**config.mk**
```make
export PLATFORM = sky130hd
export DESIGN_NAME = bbtd_merge
export DESIGN_NICKNAME = d
export VERILOG_FILES = /design/src/bbtd_pkg.sv /design/src/bbtd_merge.sv
export SDC_FILE = /design/constraint.sdc
export NUM_CORES = 1
export LEC_CHECK = 0
export BUFFER_PORTS_ARGS = -buffer_cell sky130_fd_sc_hd__buf_4
export CAP_MARGIN = 20
export CORE_MARGIN = 8
export CORE_UTILIZATION = 45
export DETAILED_ROUTE_END_ITERATION = 8
export PLACE_DENSITY = 0.75
export SETUP_SLACK_MARGIN = 0.2
export SLEW_MARGIN = 10
export SYNTH_ARGS = -nofsm -noshare
export SYNTH_HDL_FRONTEND = slang
export SYNTH_SLANG_ARGS = --single-unit
```
**constraint.sdc**
```tcl
create_clock -name clk -period 7.6 [get_ports clk]
set_input_delay 0.38 -clock clk [delete_from_list [all_inputs] [get_ports clk]]
set_output_delay 0.38 -clock clk [all_outputs]
set_load 0.005 [all_outputs]
```
**src/bbtd_pkg.sv**
```systemverilog
`default_nettype none

package bbtd_pkg;

    localparam int STORE_BLOCKS_DEF = 8192;

    localparam int BPB_W      = 4;
    localparam int RSV_W      = 8;
    localparam int BASE_W     = 11;
    localparam int TBL_W      = 14;
    localparam int BYTE_W     = 8;
    localparam int IDX_W      = 13;
    localparam int CNT_W      = 14;
    localparam int MARK_W     = 2;
    localparam int CFG_IDX_W  = 2;
    localparam int CFG_DATA_W = 14;
    localparam int WIDE_IDX_W = 17;

    localparam logic [CNT_W-1:0] CNT_MAX = 14'h3FFF;

    localparam logic [MARK_W-1:0] MARK_GOOD = 2'd0;
    localparam logic [MARK_W-1:0] MARK_WORN = 2'd1;
    localparam logic [MARK_W-1:0] MARK_RSVD = 2'd2;
    localparam logic [MARK_W-1:0] MARK_BAD  = 2'd3;

    localparam logic [BPB_W-1:0] BPB_RESET = 4'd2;
    localparam logic [TBL_W-1:0] TBL_RESET = 14'd8192;

    typedef enum logic [CFG_IDX_W-1:0] {
        CFG_BITS_PER_BLOCK = 2'd0,
        CFG_RESERVED_CODE  = 2'd1,
        CFG_BASE_GROUP     = 2'd2,
        CFG_TABLE_BLOCKS   = 2'd3
    } cfg_reg_t;

    typedef enum logic {
        SEQ_IDLE,
        SEQ_RUN
    } seq_state_t;

    typedef enum logic {
        CLR_SWEEP,
        CLR_DONE
    } clr_state_t;

    typedef struct packed {
        logic [BPB_W-1:0]  bits_per_block;
        logic [RSV_W-1:0]  reserved_code;
        logic [BASE_W-1:0] base_group;
        logic [TBL_W-1:0]  table_blocks;
    } cfg_t;

    typedef struct packed {
        logic              valid;
        logic [IDX_W-1:0]  block_index;
        logic [MARK_W-1:0] add;
        logic [CNT_W-1:0]  bad_count;
        logic [CNT_W-1:0]  reserved_count;
        logic              last;
    } field_req_t;

    function automatic logic [CNT_W-1:0] sat_inc(input logic [CNT_W-1:0] v);
        logic [CNT_W-1:0] r;
        r = (v == CNT_MAX) ? CNT_MAX : v + 14'd1;
        return r;
    endfunction

    function automatic logic [BYTE_W-1:0] field_mask(input logic [BPB_W-1:0] bpb);
        logic [BYTE_W-1:0] m;
        case (bpb)
            4'd1:    m = 8'h01;
            4'd2:    m = 8'h03;
            4'd4:    m = 8'h0F;
            4'd8:    m = 8'hFF;
            default: m = 8'h00;
        endcase
        return m;
    endfunction

    function automatic logic width_ok(input logic [BPB_W-1:0] bpb);
        logic ok;
        ok = (bpb == 4'd1) || (bpb == 4'd2) || (bpb == 4'd4) || (bpb == 4'd8);
        return ok;
    endfunction

endpackage

`default_nettype wire

```
**src/bbtd_merge.sv**
```systemverilog
`default_nettype none

module bbtd_merge #(
    parameter int STORE_BLOCKS = bbtd_pkg::STORE_BLOCKS_DEF
) (
    input  wire logic                              clk,
    input  wire logic                              rst_n,
    input  wire bbtd_pkg::field_req_t              req,
    input  wire logic [$clog2(STORE_BLOCKS)-1:0]   req_addr,
    input  wire logic [bbtd_pkg::MARK_W-1:0]       rd_data,
    input  wire logic                              out_stall,
    output logic                                   advance,
    output logic                                   pending,
    output logic                                   wr_en,
    output logic      [$clog2(STORE_BLOCKS)-1:0]   wr_addr,
    output logic      [bbtd_pkg::MARK_W-1:0]       wr_data,
    output logic                                   out_valid,
    output logic      [bbtd_pkg::IDX_W-1:0]        block_index,
    output logic      [bbtd_pkg::MARK_W-1:0]       status,
    output logic      [bbtd_pkg::CNT_W-1:0]        bad_count,
    output logic      [bbtd_pkg::CNT_W-1:0]        reserved_count,
    output logic                                   last
);

    localparam int AW = $clog2(STORE_BLOCKS);

    bbtd_pkg::field_req_t          s2_req_reg;
    logic [AW-1:0]                 s2_addr_reg;
    logic                          out_valid_reg;
    logic [bbtd_pkg::IDX_W-1:0]    block_index_reg;
    logic [bbtd_pkg::MARK_W-1:0]   status_reg;
    logic [bbtd_pkg::CNT_W-1:0]    bad_count_reg;
    logic [bbtd_pkg::CNT_W-1:0]    reserved_count_reg;
    logic                          last_reg;

    logic                          out_free;
    logic                          fire;
    logic [bbtd_pkg::MARK_W-1:0]   merged;

    always_comb
    begin
        out_free = !out_valid_reg || !out_stall;
        advance  = !s2_req_reg.valid || out_free;
        fire     = s2_req_reg.valid && out_free;
        merged   = rd_data | s2_req_reg.add;
        pending  = s2_req_reg.valid;
        wr_en    = fire;
        wr_addr  = s2_addr_reg;
        wr_data  = merged;
    end

    always_ff @(posedge clk or negedge rst_n)
    begin
        if (!rst_n)
        begin
            s2_req_reg <= '0;
        end
        else if (advance)
        begin
            s2_req_reg <= req;
        end
    end

    always_ff @(posedge clk)
    begin
        if (advance)
        begin
            s2_addr_reg <= req_addr;
        end
    end

    always_ff @(posedge clk or negedge rst_n)
    begin
        if (!rst_n)
        begin
            out_valid_reg <= 1'b0;
        end
        else if (fire)
        begin
            out_valid_reg <= 1'b1;
        end
        else if (!out_stall)
        begin
            out_valid_reg <= 1'b0;
        end
    end

    always_ff @(posedge clk)
    begin
        if (fire)
        begin
            block_index_reg    <= s2_req_reg.block_index;
            status_reg         <= merged;
            bad_count_reg      <= s2_req_reg.bad_count;
            reserved_count_reg <= s2_req_reg.reserved_count;
            last_reg           <= s2_req_reg.last;
        end
    end

    assign out_valid      = out_valid_reg;
    assign block_index    = block_index_reg;
    assign status         = status_reg;
    assign bad_count      = bad_count_reg;
    assign reserved_count = reserved_count_reg;
    assign last           = last_reg;

endmodule

`default_nettype wire

```
==> impl_metrics.csv <==
group,metric,value,unit
status,status,"completed",
grt,grt_overflow,0,
finish,layout-area-overhead-vs-synth,35.58,%
grt,grt_pass1_wl,11300,um
floorplanning,coreArea,7727,um^2
floorplanning,top_level_ports,126,
worst_setup_path,regToRegStartpoint,"out_valid",
logic_synthesis,total_of_flip_flops_plus_latches_after_synthesis,103,
logic_synthesis,synth.top_cell.area_share,47.58,%
clock_tree,buffers_inserted_during_post_cts_setup_optimization,0,
placed_design,dpl.hpwl,5148,um
power,p_leak,2.199,nW
worst_setup_path,crit_required,7.22,ns
placed_design,placement.setup.worst_slack,5.453,ns
timing,setup_ws,5.500,ns
finish,largest_register_ff_count,44,
logic_synthesis,ys_top_cells_by_area,"sky130_fd_sc_hd__edfxtp_1, sky130_fd_sc_hd__dfrtp_1, sky130_fd_sc_hd__mux2_4",
timing,worst_clock_skew,0.005362,ns
placed_design,gpl.final_weighted_congestion,0.7118,
routing,detailedRoute.firstIterationViolations,53,
grt,largest_net_degree_at_the_start_of_global_routing,60,
timing,maximum_clock_rate,476.2,MHz
routing,viasPerCell,4.636,
worst_setup_path,crit_path_start_kind,"flip-flop",
logic_synthesis,synth_seq_area_share,79.58,%
timing,setup_viol_count_final,0,
floorplanning,effective_utilization_at_floorplan,46.55,%
timing,timing_hold_violations_final,0,
min_path,worstHoldPathType,"in2async",
worst_setup_path,worst_reg_to_reg_setup_slack,5.88,ns
clock_tree,clockRootBuffer,"sky130_fd_sc_hd__clkbuf_8",
logic_synthesis,syn_area_per_cell,22.91,um^2
floorplanning,floorplan.die.height,105.4,um
finish,commonest_non_fill_non_tap_cell_in_the_layout,"sky130_fd_sc_hd__buf_4",
clock_tree,clock_buffers_created_by_tritoncts,9,
grt,grt_pass1_vias,2081,
clock_tree,clock_insertion_delay_worst_skew,0.35,ns
timing,slew_headroom,59.61,%
routing,remaining_drc_errors,0,
routing,finalWirelength,7256,um
finish,final_core_utilization,63.12,%
worst_setup_path,cp_data_arrival_time,1.72,ns
timing,tightest_slew,0.6058,ns
grt,met1_usage,13.59,%
clock_tree,clkSinkCount,103,
routing,num_vias,1845,
logic_synthesis,cell_type_contributing_the_most_total_cell_area_after_synthesis,"sky130_fd_sc_hd__edfxtp_1",
grt,grt_antenna_before_repair,0,
timing,finalWorstPathRequiredPeriod,2.100,ns
power,total_power,1.183,mW
clock_tree,cts_tree,"built",
clock_tree,cts-resized-gates,0,
timing,maxSlewViolCount,0,
clock_tree,cts.hold.buffers_added,0,
clock_tree,clk_transition_reported_paths,0.10,ns
grt,grt_most_used_layer,"met2",
floorplanning,num_rows,32,
routing,drt_first_pass_iters,4,
finish,antenna_cells_inserted,0,
grt,met2_usage,22.98,%
finish,mostFrequentLayoutCells,"sky130_fd_sc_hd__buf_4, sky130_fd_sc_hd__edfxtp_1, sky130_fd_sc_hd__dfrtp_1",
logic_synthesis,mappedNetlistArea,3597,um^2
timing,timing.hold.ws,0.02040,ns
worst_setup_path,worst_r2r_endpoint,"s2_req_reg[40]",
power,peakVddDrop,0.0001485,V
clock_tree,clock_tree.htree_level_count,3,
finish,nNetsFinal,354,
run,drv.max_cap_violation_count,0,
grt,gr-usage-all-layers,13.09,%
clock_tree,maximum_clock_path_buffer_count,2,
timing,final.setup.tns,0,ns
finish,post_route_cells_drive_above_1_share,64.19,%
floorplanning,die_width,105.4,um
placed_design,buffers_on_ports,125,
logic_synthesis,mappedNetlistNets,220,
timing,grt_setup_unrepaired,"no",
logic_synthesis,syn-instance-count,157,
power,power.density,242.6,nW/um^2
worst_setup_path,critical_path.max_fanout,45,
routing,detail_route.wl_per_cell,18.23,um
timing,layout_worst_path_cycle_share,27.63,%
worst_setup_path,critPathCaptureType,"output port",
grt,grt_use_met3,4.568,%
routing,ant_nets,0,
worst_setup_path,worst_r2r_path_depth,3,
floorplanning,area_of_the_die,11110,um^2
logic_synthesis,yosys.cell_types.count,10,
logic_synthesis,yosysWarningCount,0,
worst_setup_path,timing.setup.critical_path_class,"reg2out",
logic make-up (layout without fill, tap and decap cells):
family / after synthesis / in the layout / synth area share [%]
compound gates: 2 / 2 / 0.4175
buf+inv: 4 / 143 / 1.252
flops: 103 / 103 / 79.58
mux: 44 / 44 / 17.74
simple gates: 4 / 4 / 1.009
synthesized netlist by cell type:
master and number:
sky130_fd_sc_hd__nand3_4 1, sky130_fd_sc_hd__dfrtp_1 46, sky130_fd_sc_hd__mux2_4 38, sky130_fd_sc_hd__or2_2 2, sky130_fd_sc_hd__a21o_1 1, sky130_fd_sc_hd__a21boi_0 1, sky130_fd_sc_hd__nand2b_1 1, sky130_fd_sc_hd__mux2_2 6
sky130_fd_sc_hd__edfxtp_1 57, sky130_fd_sc_hd__buf_6 4
layout make-up:
cell class / count / area, um^2
sequential: 103 / 2863
timing repair buffer: 127 / 965.9
tap: 102 / 127.6
fill: 557 / 2850
clock inverter: 6 / 92.59
multi-input combinational: 50 / 700.7
clock buffer: 10 / 127.6
power by group:
group	internal, mW	switching [mW]	total, mW
logic	0.0914	0.0531	0.144
clock network	0.188	0.178	0.366
registers	0.651	0.0218	0.673
routing by layer:
| layer | wire length [um] | part of all wire [%] |
|---|---|---|
| met5 | 0 | 0 |
| met4 | 135 | 1.9 |
| met3 | 476 | 6.6 |
| met2 | 3916 | 54 |
| met1 | 2728 | 38 |
stage by stage:
stage               std cells  cell area [um^2]
floorplan                 157              3597
global placement          381              4637
detailed placement        381              4637
CTS                       397              4857
global route              398              4877
finish                    398              4877
worst max-delay path, cell delays in order, from the launching register on:
cell and delay [ns]:
sky130_fd_sc_hd__dfrtp_1 0.45, sky130_fd_sc_hd__a21boi_4 0.20, sky130_fd_sc_hd__buf_4 0.49, sky130_fd_sc_hd__buf_4 0.22
worst max path at each step:
stage,start,to,slack [ns],cells past startpoint
3_5_place_dp,out_stall,advance,5.45,3
4_1_cts,out_valid,advance,5.07,2
5_1_grt,pending,wr_en,5.35,3
6_report,pending,wr_en,5.50,3
3_3_place_gp,out_stall,advance,5.47,3
2_1_floorplan,out_valid,bad_count[0],3.29,1
Power figures use the tool's default switching activity.
