`config.mk`:
```
export PLATFORM = sky130hd
export DESIGN_NAME = bbtd_field_seq
export DESIGN_NICKNAME = d
export VERILOG_FILES = /design/src/bbtd_pkg.sv /design/src/bbtd_field_seq.sv
export SDC_FILE = /design/constraint.sdc
export NUM_CORES = 1
export LEC_CHECK = 0
export ABC_AREA = 1
export BUFFER_PORTS_ARGS = -buffer_cell sky130_fd_sc_hd__clkbuf_2
export CAP_MARGIN = 30
export CORE_MARGIN = 10
export CORE_UTILIZATION = 57
export DETAILED_ROUTE_END_ITERATION = 10
export GPL_ROUTABILITY_DRIVEN = 0
export GPL_TIMING_DRIVEN = 0
export PLACE_DENSITY_LB_ADDON = 0.25
export REMOVE_ABC_BUFFERS = 1
export SLEW_MARGIN = 30
export SYNTH_ARGS = -nofsm -noshare
export SYNTH_HDL_FRONTEND = slang
export SYNTH_SLANG_ARGS = --single-unit
export TNS_END_PERCENT = 1
```
`constraint.sdc`:
```
create_clock -name clk -period 3.2 [get_ports clk]
set_input_delay 0.16 -clock clk [delete_from_list [all_inputs] [get_ports clk]]
set_output_delay 0.16 -clock clk [all_outputs]
set_load 0.02 [all_outputs]
```
`src/bbtd_pkg.sv`:
```
`default_nettype none

package bbtd_pkg;

    localparam int STORE_BLOCKS_DEF = 8192;

    localparam int BPB_W      = 4;
    localparam int RSV_W      = 8;
    localparam int BASE_W     = 11;
    localparam int TBL_W      = 14;
    localparam int BYTE_W     = 8;
    localparam int IDX_W      = 13;
    localparam int CNT_W      = 14;
    localparam int MARK_W     = 2;
    localparam int CFG_IDX_W  = 2;
    localparam int CFG_DATA_W = 14;
    localparam int WIDE_IDX_W = 17;

    localparam logic [CNT_W-1:0] CNT_MAX = 14'h3FFF;

    localparam logic [MARK_W-1:0] MARK_GOOD = 2'd0;
    localparam logic [MARK_W-1:0] MARK_WORN = 2'd1;
    localparam logic [MARK_W-1:0] MARK_RSVD = 2'd2;
    localparam logic [MARK_W-1:0] MARK_BAD  = 2'd3;

    localparam logic [BPB_W-1:0] BPB_RESET = 4'd2;
    localparam logic [TBL_W-1:0] TBL_RESET = 14'd8192;

    typedef enum logic [CFG_IDX_W-1:0] {
        CFG_BITS_PER_BLOCK = 2'd0,
        CFG_RESERVED_CODE  = 2'd1,
        CFG_BASE_GROUP     = 2'd2,
        CFG_TABLE_BLOCKS   = 2'd3
    } cfg_reg_t;

    typedef enum logic {
        SEQ_IDLE,
        SEQ_RUN
    } seq_state_t;

    typedef enum logic {
        CLR_SWEEP,
        CLR_DONE
    } clr_state_t;

    typedef struct packed {
        logic [BPB_W-1:0]  bits_per_block;
        logic [RSV_W-1:0]  reserved_code;
        logic [BASE_W-1:0] base_group;
        logic [TBL_W-1:0]  table_blocks;
    } cfg_t;

    typedef struct packed {
        logic              valid;
        logic [IDX_W-1:0]  block_index;
        logic [MARK_W-1:0] add;
        logic [CNT_W-1:0]  bad_count;
        logic [CNT_W-1:0]  reserved_count;
        logic              last;
    } field_req_t;

    function automatic logic [CNT_W-1:0] sat_inc(input logic [CNT_W-1:0] v);
        logic [CNT_W-1:0] r;
        r = (v == CNT_MAX) ? CNT_MAX : v + 14'd1;
        return r;
    endfunction

    function automatic logic [BYTE_W-1:0] field_mask(input logic [BPB_W-1:0] bpb);
        logic [BYTE_W-1:0] m;
        case (bpb)
            4'd1:    m = 8'h01;
            4'd2:    m = 8'h03;
            4'd4:    m = 8'h0F;
            4'd8:    m = 8'hFF;
            default: m = 8'h00;
        endcase
        return m;
    endfunction

    function automatic logic width_ok(input logic [BPB_W-1:0] bpb);
        logic ok;
        ok = (bpb == 4'd1) || (bpb == 4'd2) || (bpb == 4'd4) || (bpb == 4'd8);
        return ok;
    endfunction

endpackage

`default_nettype wire

```
`src/bbtd_field_seq.sv`:
```
`default_nettype none

module bbtd_field_seq #(
    parameter int STORE_BLOCKS = bbtd_pkg::STORE_BLOCKS_DEF
) (
    input  wire logic                              clk,
    input  wire logic                              rst_n,
    input  wire bbtd_pkg::cfg_t                    cfg,
    input  wire logic                              take,
    input  wire logic [bbtd_pkg::BYTE_W-1:0]       table_byte,
    input  wire logic                              restart,
    input  wire logic                              advance,
    output logic                                   busy,
    output bbtd_pkg::field_req_t                   req,
    output logic      [$clog2(STORE_BLOCKS)-1:0]   req_addr
);

    localparam int AW = $clog2(STORE_BLOCKS);
    localparam logic [bbtd_pkg::WIDE_IDX_W-1:0] STORE_LIM =
        bbtd_pkg::WIDE_IDX_W'(STORE_BLOCKS);

    bbtd_pkg::seq_state_t              state_reg, state_next;
    logic [bbtd_pkg::BYTE_W-1:0]       shift_reg, shift_next;
    logic [bbtd_pkg::BPB_W-1:0]        bits_left_reg, bits_left_next;
    logic [bbtd_pkg::CNT_W-1:0]        counter_reg, counter_next;
    logic [bbtd_pkg::CNT_W-1:0]        bad_reg, bad_next;
    logic [bbtd_pkg::CNT_W-1:0]        rsv_reg, rsv_next;

    logic [bbtd_pkg::BYTE_W-1:0]       fmask;
    logic [bbtd_pkg::BYTE_W-1:0]       field;
    logic [bbtd_pkg::WIDE_IDX_W-1:0]   base_idx;
    logic [bbtd_pkg::WIDE_IDX_W-1:0]   idx;
    logic [bbtd_pkg::WIDE_IDX_W-1:0]   idx_n;
    logic [bbtd_pkg::CNT_W-1:0]        cnt_inc;
    logic                              keep;
    logic                              keep_n;
    logic                              final_field;
    logic                              is_good;
    logic                              is_rsv;
    logic [bbtd_pkg::MARK_W-1:0]       add;

    always_comb
    begin
        fmask       = bbtd_pkg::field_mask(cfg.bits_per_block);
        field       = shift_reg & fmask;
        base_idx    = {4'b0, cfg.base_group, 2'b00};
        idx         = base_idx + {3'b0, counter_reg};
        cnt_inc     = bbtd_pkg::sat_inc(counter_reg);
        idx_n       = base_idx + {3'b0, cnt_inc};
        keep        = (counter_reg < cfg.table_blocks) && (idx < STORE_LIM);
        keep_n      = (cnt_inc < cfg.table_blocks) && (idx_n < STORE_LIM);
        final_field = (bits_left_reg == cfg.bits_per_block);
        is_good     = (field == fmask);
        is_rsv      = !is_good && (cfg.reserved_code != 8'd0) && (field == cfg.reserved_code);
        if (is_good)
        begin
            add = bbtd_pkg::MARK_GOOD;
        end
        else if (is_rsv)
        begin
            add = bbtd_pkg::MARK_RSVD;
        end
        else if (field == 8'd0)
        begin
            add = bbtd_pkg::MARK_BAD;
        end
        else
        begin
            add = bbtd_pkg::MARK_WORN;
        end
    end

    always_comb
    begin
        state_next     = state_reg;
        shift_next     = shift_reg;
        bits_left_next = bits_left_reg;
        counter_next   = counter_reg;
        bad_next       = bad_reg;
        rsv_next       = rsv_reg;
        unique case (state_reg)
            bbtd_pkg::SEQ_IDLE:
            begin
                if (take && bbtd_pkg::width_ok(cfg.bits_per_block))
                begin
                    state_next     = bbtd_pkg::SEQ_RUN;
                    shift_next     = table_byte;
                    bits_left_next = 4'd8;
                    counter_next   = restart ? '0 : counter_reg;
                end
            end
            bbtd_pkg::SEQ_RUN:
            begin
                if (advance)
                begin
                    if (keep && is_rsv)
                    begin
                        rsv_next = bbtd_pkg::sat_inc(rsv_reg);
                    end
                    else if (keep && !is_good)
                    begin
                        bad_next = bbtd_pkg::sat_inc(bad_reg);
                    end
                    shift_next     = shift_reg >> cfg.bits_per_block;
                    bits_left_next = bits_left_reg - cfg.bits_per_block;
                    counter_next   = cnt_inc;
                    if (final_field)
                    begin
                        state_next = bbtd_pkg::SEQ_IDLE;
                    end
                end
            end
            default:
            begin
                state_next = bbtd_pkg::SEQ_IDLE;
            end
        endcase
    end

    always_ff @(posedge clk or negedge rst_n)
    begin
        if (!rst_n)
        begin
            state_reg <= bbtd_pkg::SEQ_IDLE;
        end
        else
        begin
            state_reg <= state_next;
        end
    end

    always_ff @(posedge clk or negedge rst_n)
    begin
        if (!rst_n)
        begin
            counter_reg <= '0;
            bad_reg     <= '0;
            rsv_reg     <= '0;
        end
        else
        begin
            counter_reg <= counter_next;
            bad_reg     <= bad_next;
            rsv_reg     <= rsv_next;
        end
    end

    always_ff @(posedge clk)
    begin
        shift_reg     <= shift_next;
        bits_left_reg <= bits_left_next;
    end

    always_comb
    begin
        busy               = (state_reg == bbtd_pkg::SEQ_RUN);
        req.valid          = busy && keep;
        req.block_index    = idx[bbtd_pkg::IDX_W-1:0];
        req.add            = add;
        req.bad_count      = bad_next;
        req.reserved_count = rsv_next;
        req.last           = final_field || !keep_n;
        req_addr           = idx[AW-1:0];
    end

endmodule

`default_nettype wire

```
==> impl_metrics.py, run 1 <==
metrics = {
    "status": {
        "outcome": "complete, no violations",
    },
    "critical_path": {
        "crit_arrival_ns": 3.03,
        "critPathCaptureType": "primary output",
        "cpMaxStageDelayCell": "dfrtp_1",
        "path_class": "flip-flop to primary output",
        "r2r_start": "busy",
        "r2r_end": "counter_reg[3]",
        "cp.required_ns": 3.04,
        "critPathTopFamily": "simple AND/OR/NAND/NOR gates",
        "cpPeakStageDelay_ns": 0.45,
        "cp_max_fo": 7,
        "path_cells": "ha_4 -> nand3_4 -> nor2_4 -> inv_2 -> nor2_4 -> nand2_4 -> inv_8 -> a21oi_2 -> o21ai_2 -> buf_4 -> ha_1 -> a21oi_1 -> nor2_1 -> a2111oi_2 -> nand4_1 -> buf_4",
        "critPathBufInv": 4,
        "cp-start-kind": "flip-flop",
        "rr_worst_depth": 5,
        "r2r_setup_slack_ns": 0.67,
    },
    "timing": {
        "rsz0062_at_grt": "yes",
        "clock_skew_ns": 0.01530,
        "tightest_slew_ns": 0.6660,
        "finalHoldViolations": 0,
        "final-setup-viol-count": 0,
        "relSlewSlack_pct": 55.59,
        "final-max-slew-violation-count": 0,
        "period_needed_ns": 3.187,
        "max_freq_mhz": 313.8,
        "period_share_pct": 99.58,
    },
    "layout": {
        "diodes": 0,
        "synthToLayoutAreaGrowth_pct": 24.07,
        "multi_input_comb_area_um2": 3532,
        "final_nets": 1020,
        "fin_util_pct": 71.73,
        "regArea_um2": 1441,
        "fill_cells": 731,
        "stdcell_count": 1027,
        "final_layout_size_suffix_gt1_share_pct": 25.76,
    },
    "global_routing": {
        "antenna_found_initial": 0,
        "groute.usage.overall_pct": 21.17,
        "grt_max_degree": 44,
        "grt_pass1_wl_um": 24180,
        "grt_overflow": 0,
        "grt_pass1_vias": 5548,
    },
    "logic_synthesis": {
        "synthFlopType": "dfrtp_1",
        "synth_edf_count": 12,
        "syn_avg_cell_area_um2": 6.689,
        "synth_area_leaders": "dfrtp_1 20%, nand2_1 14%, ha_1 13%",
        "ys_top_cells_by_count": "201 x nand2_1, 118 x inv_1, 86 x nand3_1",
        "syn_inst": 791,
        "synth_warnings": 0,
        "synth_area_um2": 5291,
        "synth_cell_types": 40,
        "ys_seq_area_share_pct": 27.15,
        "yosysMostFrequentCell": "nand2_1",
        "ys_seq_elements": 55,
        "netlist.area_leader.share_pct": 20.34,
        "synthArstFlopShare_pct": 78.18,
        "yosysTopAreaCell": "dfrtp_1",
    },
    "pwr": {
        "clkPwrFrac_pct": 8.8,
        "p_sw_share_pct": 51.90,
        "ir_worst_vdd_v": 0.0004798,
        "p_leak_nw": 3.525,
        "p_seq_share_pct": 24.2,
        "power.switching_mw": 2.454,
        "combPwrFrac_pct": 67.0,
        "powerDensity_nw_per_um2": 720.1,
        "p_int_mw": 2.274,
    },
    "detailed_routing": {
        "first_pass_iters": 5,
        "routedWlPerCell_um": 15.15,
        "totalWireLength_um": 15560,
        "drtIter0Drc": 377,
        "vias_per_cell": 5.641,
        "final_antenna_net_count": 0,
        "route.detailed.drc": 0,
        "num_vias": 5793,
    },
    "clock_network": {
        "numCtsBuffers": 5,
        "cts_tree": "built",
        "clock_latency_ns": 0.31,
        "htreeDepth": 2,
        "clockBufferDepth": 2,
        "cts.sinks": 55,
        "cts_root_buffer": "clkbuf_8",
        "path_clk_slew_ns": 0.10,
    },
    "place": {
        "numPortBuffers": 108,
        "hpwl_um": 11220,
        "dp_cells": 979,
    },
    "worst_hold_path": {
        "hold_class": "input pin to flip-flop",
        "holdCritStartpoint": "table_byte[5]",
        "whs_path_depth": 3,
        "hold-path-endpoint": "shift_reg[5]",
    },
    "floorplanning": {
        "start_util_pct": 57.81,
        "die_area_um2": 13540,
        "die_w_um": 116.4,
        "pin_count": 109,
        "die_h_um": 116.4,
        "rows": 35,
        "core_um2": 9153,
    },
    "job": {
        "cap_violations": 0,
    },
}
==> cells by family (layout without fill, tap and decap cells) <==
kind of cell,count (synthesis),in the layout,share of synthesized area [%]
XOR/XNOR,14,14,2.317
adder cells (fa/ha/maj),55,55,13.29
multiplexers,1,1,0.1892
buffers and inverters,155,276,12.67
AND/OR/NAND/NOR,423,427,35.09
AO/OA/AOI/OAI,88,88,9.293
flip-flops,55,55,27.15
==> cells in the final DEF (no fill, tap or decap), types with 3 or more instances in the layout <==
| cell type | count |
|---|---|
| nand2_1 | 189 |
| inv_1 | 109 |
| clkbuf_2 | 91 |
| nand3_1 | 80 |
| nor2_1 | 68 |
| ha_1 | 47 |
| dfrtp_1 | 39 |
| buf_4 | 39 |
| a21oi_1 | 27 |
| nand4_1 | 24 |
| o21ai_0 | 22 |
| inv_2 | 14 |
| nor2_4 | 12 |
| nand2_2 | 12 |
| edfxtp_1 | 12 |
| nor2_2 | 10 |
| xor2_1 | 10 |
| nand3b_1 | 9 |
| buf_6 | 9 |
| nor3_1 | 7 |
| a31oi_1 | 6 |
| o22ai_1 | 6 |
| clkbuf_8 | 6 |
| a21oi_2 | 5 |
| nand3_2 | 5 |
| ha_4 | 5 |
| o21ai_1 | 4 |
| o21ai_2 | 4 |
| xnor2_1 | 4 |
| dfrtp_2 | 4 |
| nand3_4 | 3 |
| o21a_1 | 3 |
| buf_2 | 3 |
==> worst min-delay path, stage by stage <==
cell	delay, ns
clkbuf_2	0.07
nand2_1	0.04
nand2_1	0.05
==> timing repair <==
action / in CTS / in global routing
hold buffers: 1 / 0
pin swaps: 8 / 24
endpoints found under the hold margin: 43 / 0
setup buffers: 11 / 23
cloned: 2 / 3
gates resized for setup: 24 / 103
setup endpoints to repair: 44 / 29
==> how the worst max path moves through the flow <==
stage,start,cells after the start,slack (ns),endpoint
after floorplan,counter_reg[2],15,0.02,req[15]
after global placement,counter_reg[2],16,-0.93,req[26]
after detailed placement,counter_reg[2],16,-0.58,req[26]
after CTS,counter_reg[2],16,0.007,req[14]
after global routing,counter_reg[0],16,-0.16,req[0]
final,counter_reg[0],16,0.01,req[0]
==> layer usage <==
layer | GRT usage [%] | wire length, um | vias up
met2 | 37.93 | 7706 | 242
met4 | 4.504 | 280 | 0
met1 | 26.01 | 6353 | 2668
met3 | 3.338 | 1223 | 36
met5 | 0 | 0 | -
li1 | - | - | 2847
==> final cells by class <==
| class | instances | share of cell area (%) |
|---|---|---|
| Sequential cell | 55 | 21.96 |
| Clock inverter | 2 | 0.2287 |
| Inverter | 124 | 7.204 |
| Timing Repair Buffer | 144 | 13.44 |
| Tap cell | 111 | 2.115 |
| Multi-Input combinational cell | 585 | 53.80 |
| Clock buffer | 6 | 1.258 |
==> stage by stage <==
| step | setup WS, ns | hold WS, ns | cell area [um^2] | setup TNS [ns] | power, mW |
|---|---|---|---|---|---|
| 2_1_floorplan | 0.01722 | -0.1356 | 5086 | 0 | 2.889 |
| 3_3_place_gp | -0.9298 | 0.4048 | 5766 | -22.88 | 3.608 |
| 3_5_place_dp | -0.5803 | 0.2280 | 5777 | -12.13 | 3.722 |
| 4_1_cts | 0.007301 | 0.1190 | 6050 | 0 | 4.305 |
| 5_1_grt | -0.1610 | 0.1482 | 6565 | -0.3671 | 5.106 |
| 6_report | 0.01336 | 0.1215 | 6565 | 0 | 4.728 |
==> power groups by stage <==
stage	registers, mW	clock network (mW)	logic, mW
finish	1.14	0.416	3.17
global placement	1.12	0	2.48
CTS	1.11	0.425	2.77
global route	1.17	0.451	3.49
floorplan	1.10	0	1.78
detailed placement	1.13	0	2.59
Power figures use the tool's default switching activity.
==> inputs of run 2 (changes only) <==
--- a/config.mk
+++ b/config.mk
@@ -15,6 +15,7 @@
 export GPL_TIMING_DRIVEN = 0
 export PLACE_DENSITY_LB_ADDON = 0.25
 export REMOVE_ABC_BUFFERS = 1
+export SETUP_SLACK_MARGIN = 0.05
 export SLEW_MARGIN = 30
 export SYNTH_ARGS = -nofsm -noshare
 export SYNTH_HDL_FRONTEND = slang
==> impl_metrics.py, run 2 (same netlist as run 1, synthesis figures left out) <==
metrics = {
    "status": {
        "outcome": "complete, no violations",
    },
    "timing": {
        "period_needed_ns": 3.189,
        "tightest_slew_ns": 0.6671,
        "final-setup-viol-count": 0,
        "relSlewSlack_pct": 55.52,
        "max_freq_mhz": 313.6,
        "finalHoldViolations": 0,
        "fin_tns_setup_ns": 0,
        "worst_slack_ns": 0.01091,
        "rsz0062_at_grt": "yes",
        "hold_ws_ns": 0.1191,
        "clock_skew_ns": 0.01916,
        "period_share_pct": 99.66,
        "final-max-slew-violation-count": 0,
    },
    "detailed_routing": {
        "final_antenna_net_count": 0,
        "totalWireLength_um": 15800,
        "route.detailed.drc": 0,
        "drtIter0Drc": 380,
        "vias_per_cell": 5.685,
        "routedWlPerCell_um": 15.38,
        "first_pass_iters": 6,
        "num_vias": 5838,
    },
    "clock_network": {
        "clockBufferDepth": 2,
        "numCtsBuffers": 5,
        "path_clk_slew_ns": 0.10,
        "cts.sinks": 55,
        "cts_tree": "built",
        "htreeDepth": 2,
        "clock_latency_ns": 0.32,
        "cts_root_buffer": "clkbuf_8",
    },
    "global_routing": {
        "grt_pass1_vias": 5548,
        "grt_max_degree": 44,
        "grt_overflow": 0,
        "antenna_found_initial": 0,
        "grt_pass1_wl_um": 24180,
        "groute.usage.overall_pct": 21.17,
    },
    "layout": {
        "fill_cells": 734,
        "final_nets": 1020,
        "design_area_um2": 6618,
        "final_cell_mix": "188 x nand2_1, 109 x inv_1, 87 x clkbuf_2",
        "synthToLayoutAreaGrowth_pct": 25.07,
        "mostFrequentLayoutCell": "nand2_1",
        "final_layout_size_suffix_gt1_share_pct": 26.75,
        "stdcell_count": 1027,
        "fin_util_pct": 72.30,
        "diodes": 0,
    },
    "critical_path": {
        "crit_arrival_ns": 3.03,
        "cp-start-kind": "flip-flop",
        "r2r_setup_slack_ns": 0.67,
        "critPathCaptureType": "primary output",
        "cp.required_ns": 3.04,
        "path_class": "flip-flop to primary output",
        "cp_max_fo": 3,
    },
    "floorplanning": {
        "pin_count": 109,
        "die_w_um": 116.4,
        "rows": 35,
        "core_um2": 9153,
        "start_util_pct": 57.81,
        "die_h_um": 116.4,
        "die_area_um2": 13540,
    },
    "pwr": {
        "ir_worst_vdd_v": 0.0004806,
        "p_leak_nw": 3.557,
        "total_power_mw": 4.768,
        "powerDensity_nw_per_um2": 720.6,
    },
    "place": {
        "hpwl_um": 11220,
        "dp_cells": 979,
        "place_ws_ns": -0.5803,
        "numPortBuffers": 108,
        "place_area_um2": 5777,
    },
    "job": {
        "cap_violations": 0,
    },
    "worst_hold_path": {
        "hold_class": "input pin to flip-flop",
    },
}
==> run 2: cell count changes in the layout (fill, tap and decap cells not counted), moves of 2 or more <==
cell / delta
buf_2: +2
buf_4: -2
buf_6: +4
clkbuf_2: -4
nand3_1: -4
nand3_2: +4
==> run 2: area by class of cell <==
| type | count | area [um^2] | area share [%] |
|---|---|---|---|
| Inverter | 124 | 473.0 | 7.147 |
| Clock buffer | 6 | 82.58 | 1.248 |
| Sequential cell | 55 | 1443 | 21.80 |
| Multi-Input combinational cell | 585 | 3563 | 53.85 |
| Clock inverter | 2 | 15.01 | 0.2269 |
| Timing Repair Buffer | 144 | 902.1 | 13.63 |
| Tap cell | 111 | 138.9 | 2.099 |
==> run 2: repair_timing <==
action	CTS	global route
gates resized for setup	24	122
hold buffers	1	0
cloned	2	3
setup endpoints to repair	44	29
endpoints found under the hold margin	43	0
buffers inserted	11	23
pin swaps	8	25
==> run 2: final timing paths <==
path / start / cells after the start / endpoint
setup / recovery: counter_reg[0] / 17 / req[0]
hold / removal: table_byte[5] / 3 / shift_reg[5]
setup reg to reg: busy / 5 / counter_reg[3]
hold reg to reg: rsv_reg[11] / 2 / rsv_reg[11]
max in group asynchronous: rst_n / 2 / counter_reg[3]
min in group asynchronous: rst_n / 2 / bad_reg[4]
==> run 2: power by group <==
part | switching, mW | leakage, nW | internal [mW]
clock | 0.242 | 0.0517 | 0.178
sequential | 0.233 | 0.687 | 0.914
combinational | 2.00 | 2.82 | 1.20
==> run 2: routing by layer <==
| layer | track usage, % | share of wire, % |
|---|---|---|
| met1 | 26.01 | 40 |
| met2 | 37.93 | 49 |
| met3 | 3.338 | 8.4 |
| met4 | 4.504 | 2.2 |
| met5 | 0 | 0 |
==> run 2: worst max-delay path, stage by stage (launching register included) <==
cell	delay [ns]
dfrtp_1	0.45
ha_4	0.19
nand3_4	0.09
nor2_4	0.14
inv_2	0.07
nor2_4	0.16
nand2_1	0.10
o21ai_1	0.29
ha_1	0.30
inv_1	0.09
nor2_2	0.07
nand2_2	0.08
a21oi_2	0.04
a211oi_2	0.19
nand2_1	0.07
nor2_1	0.10
nand4_1	0.13
buf_4	0.19
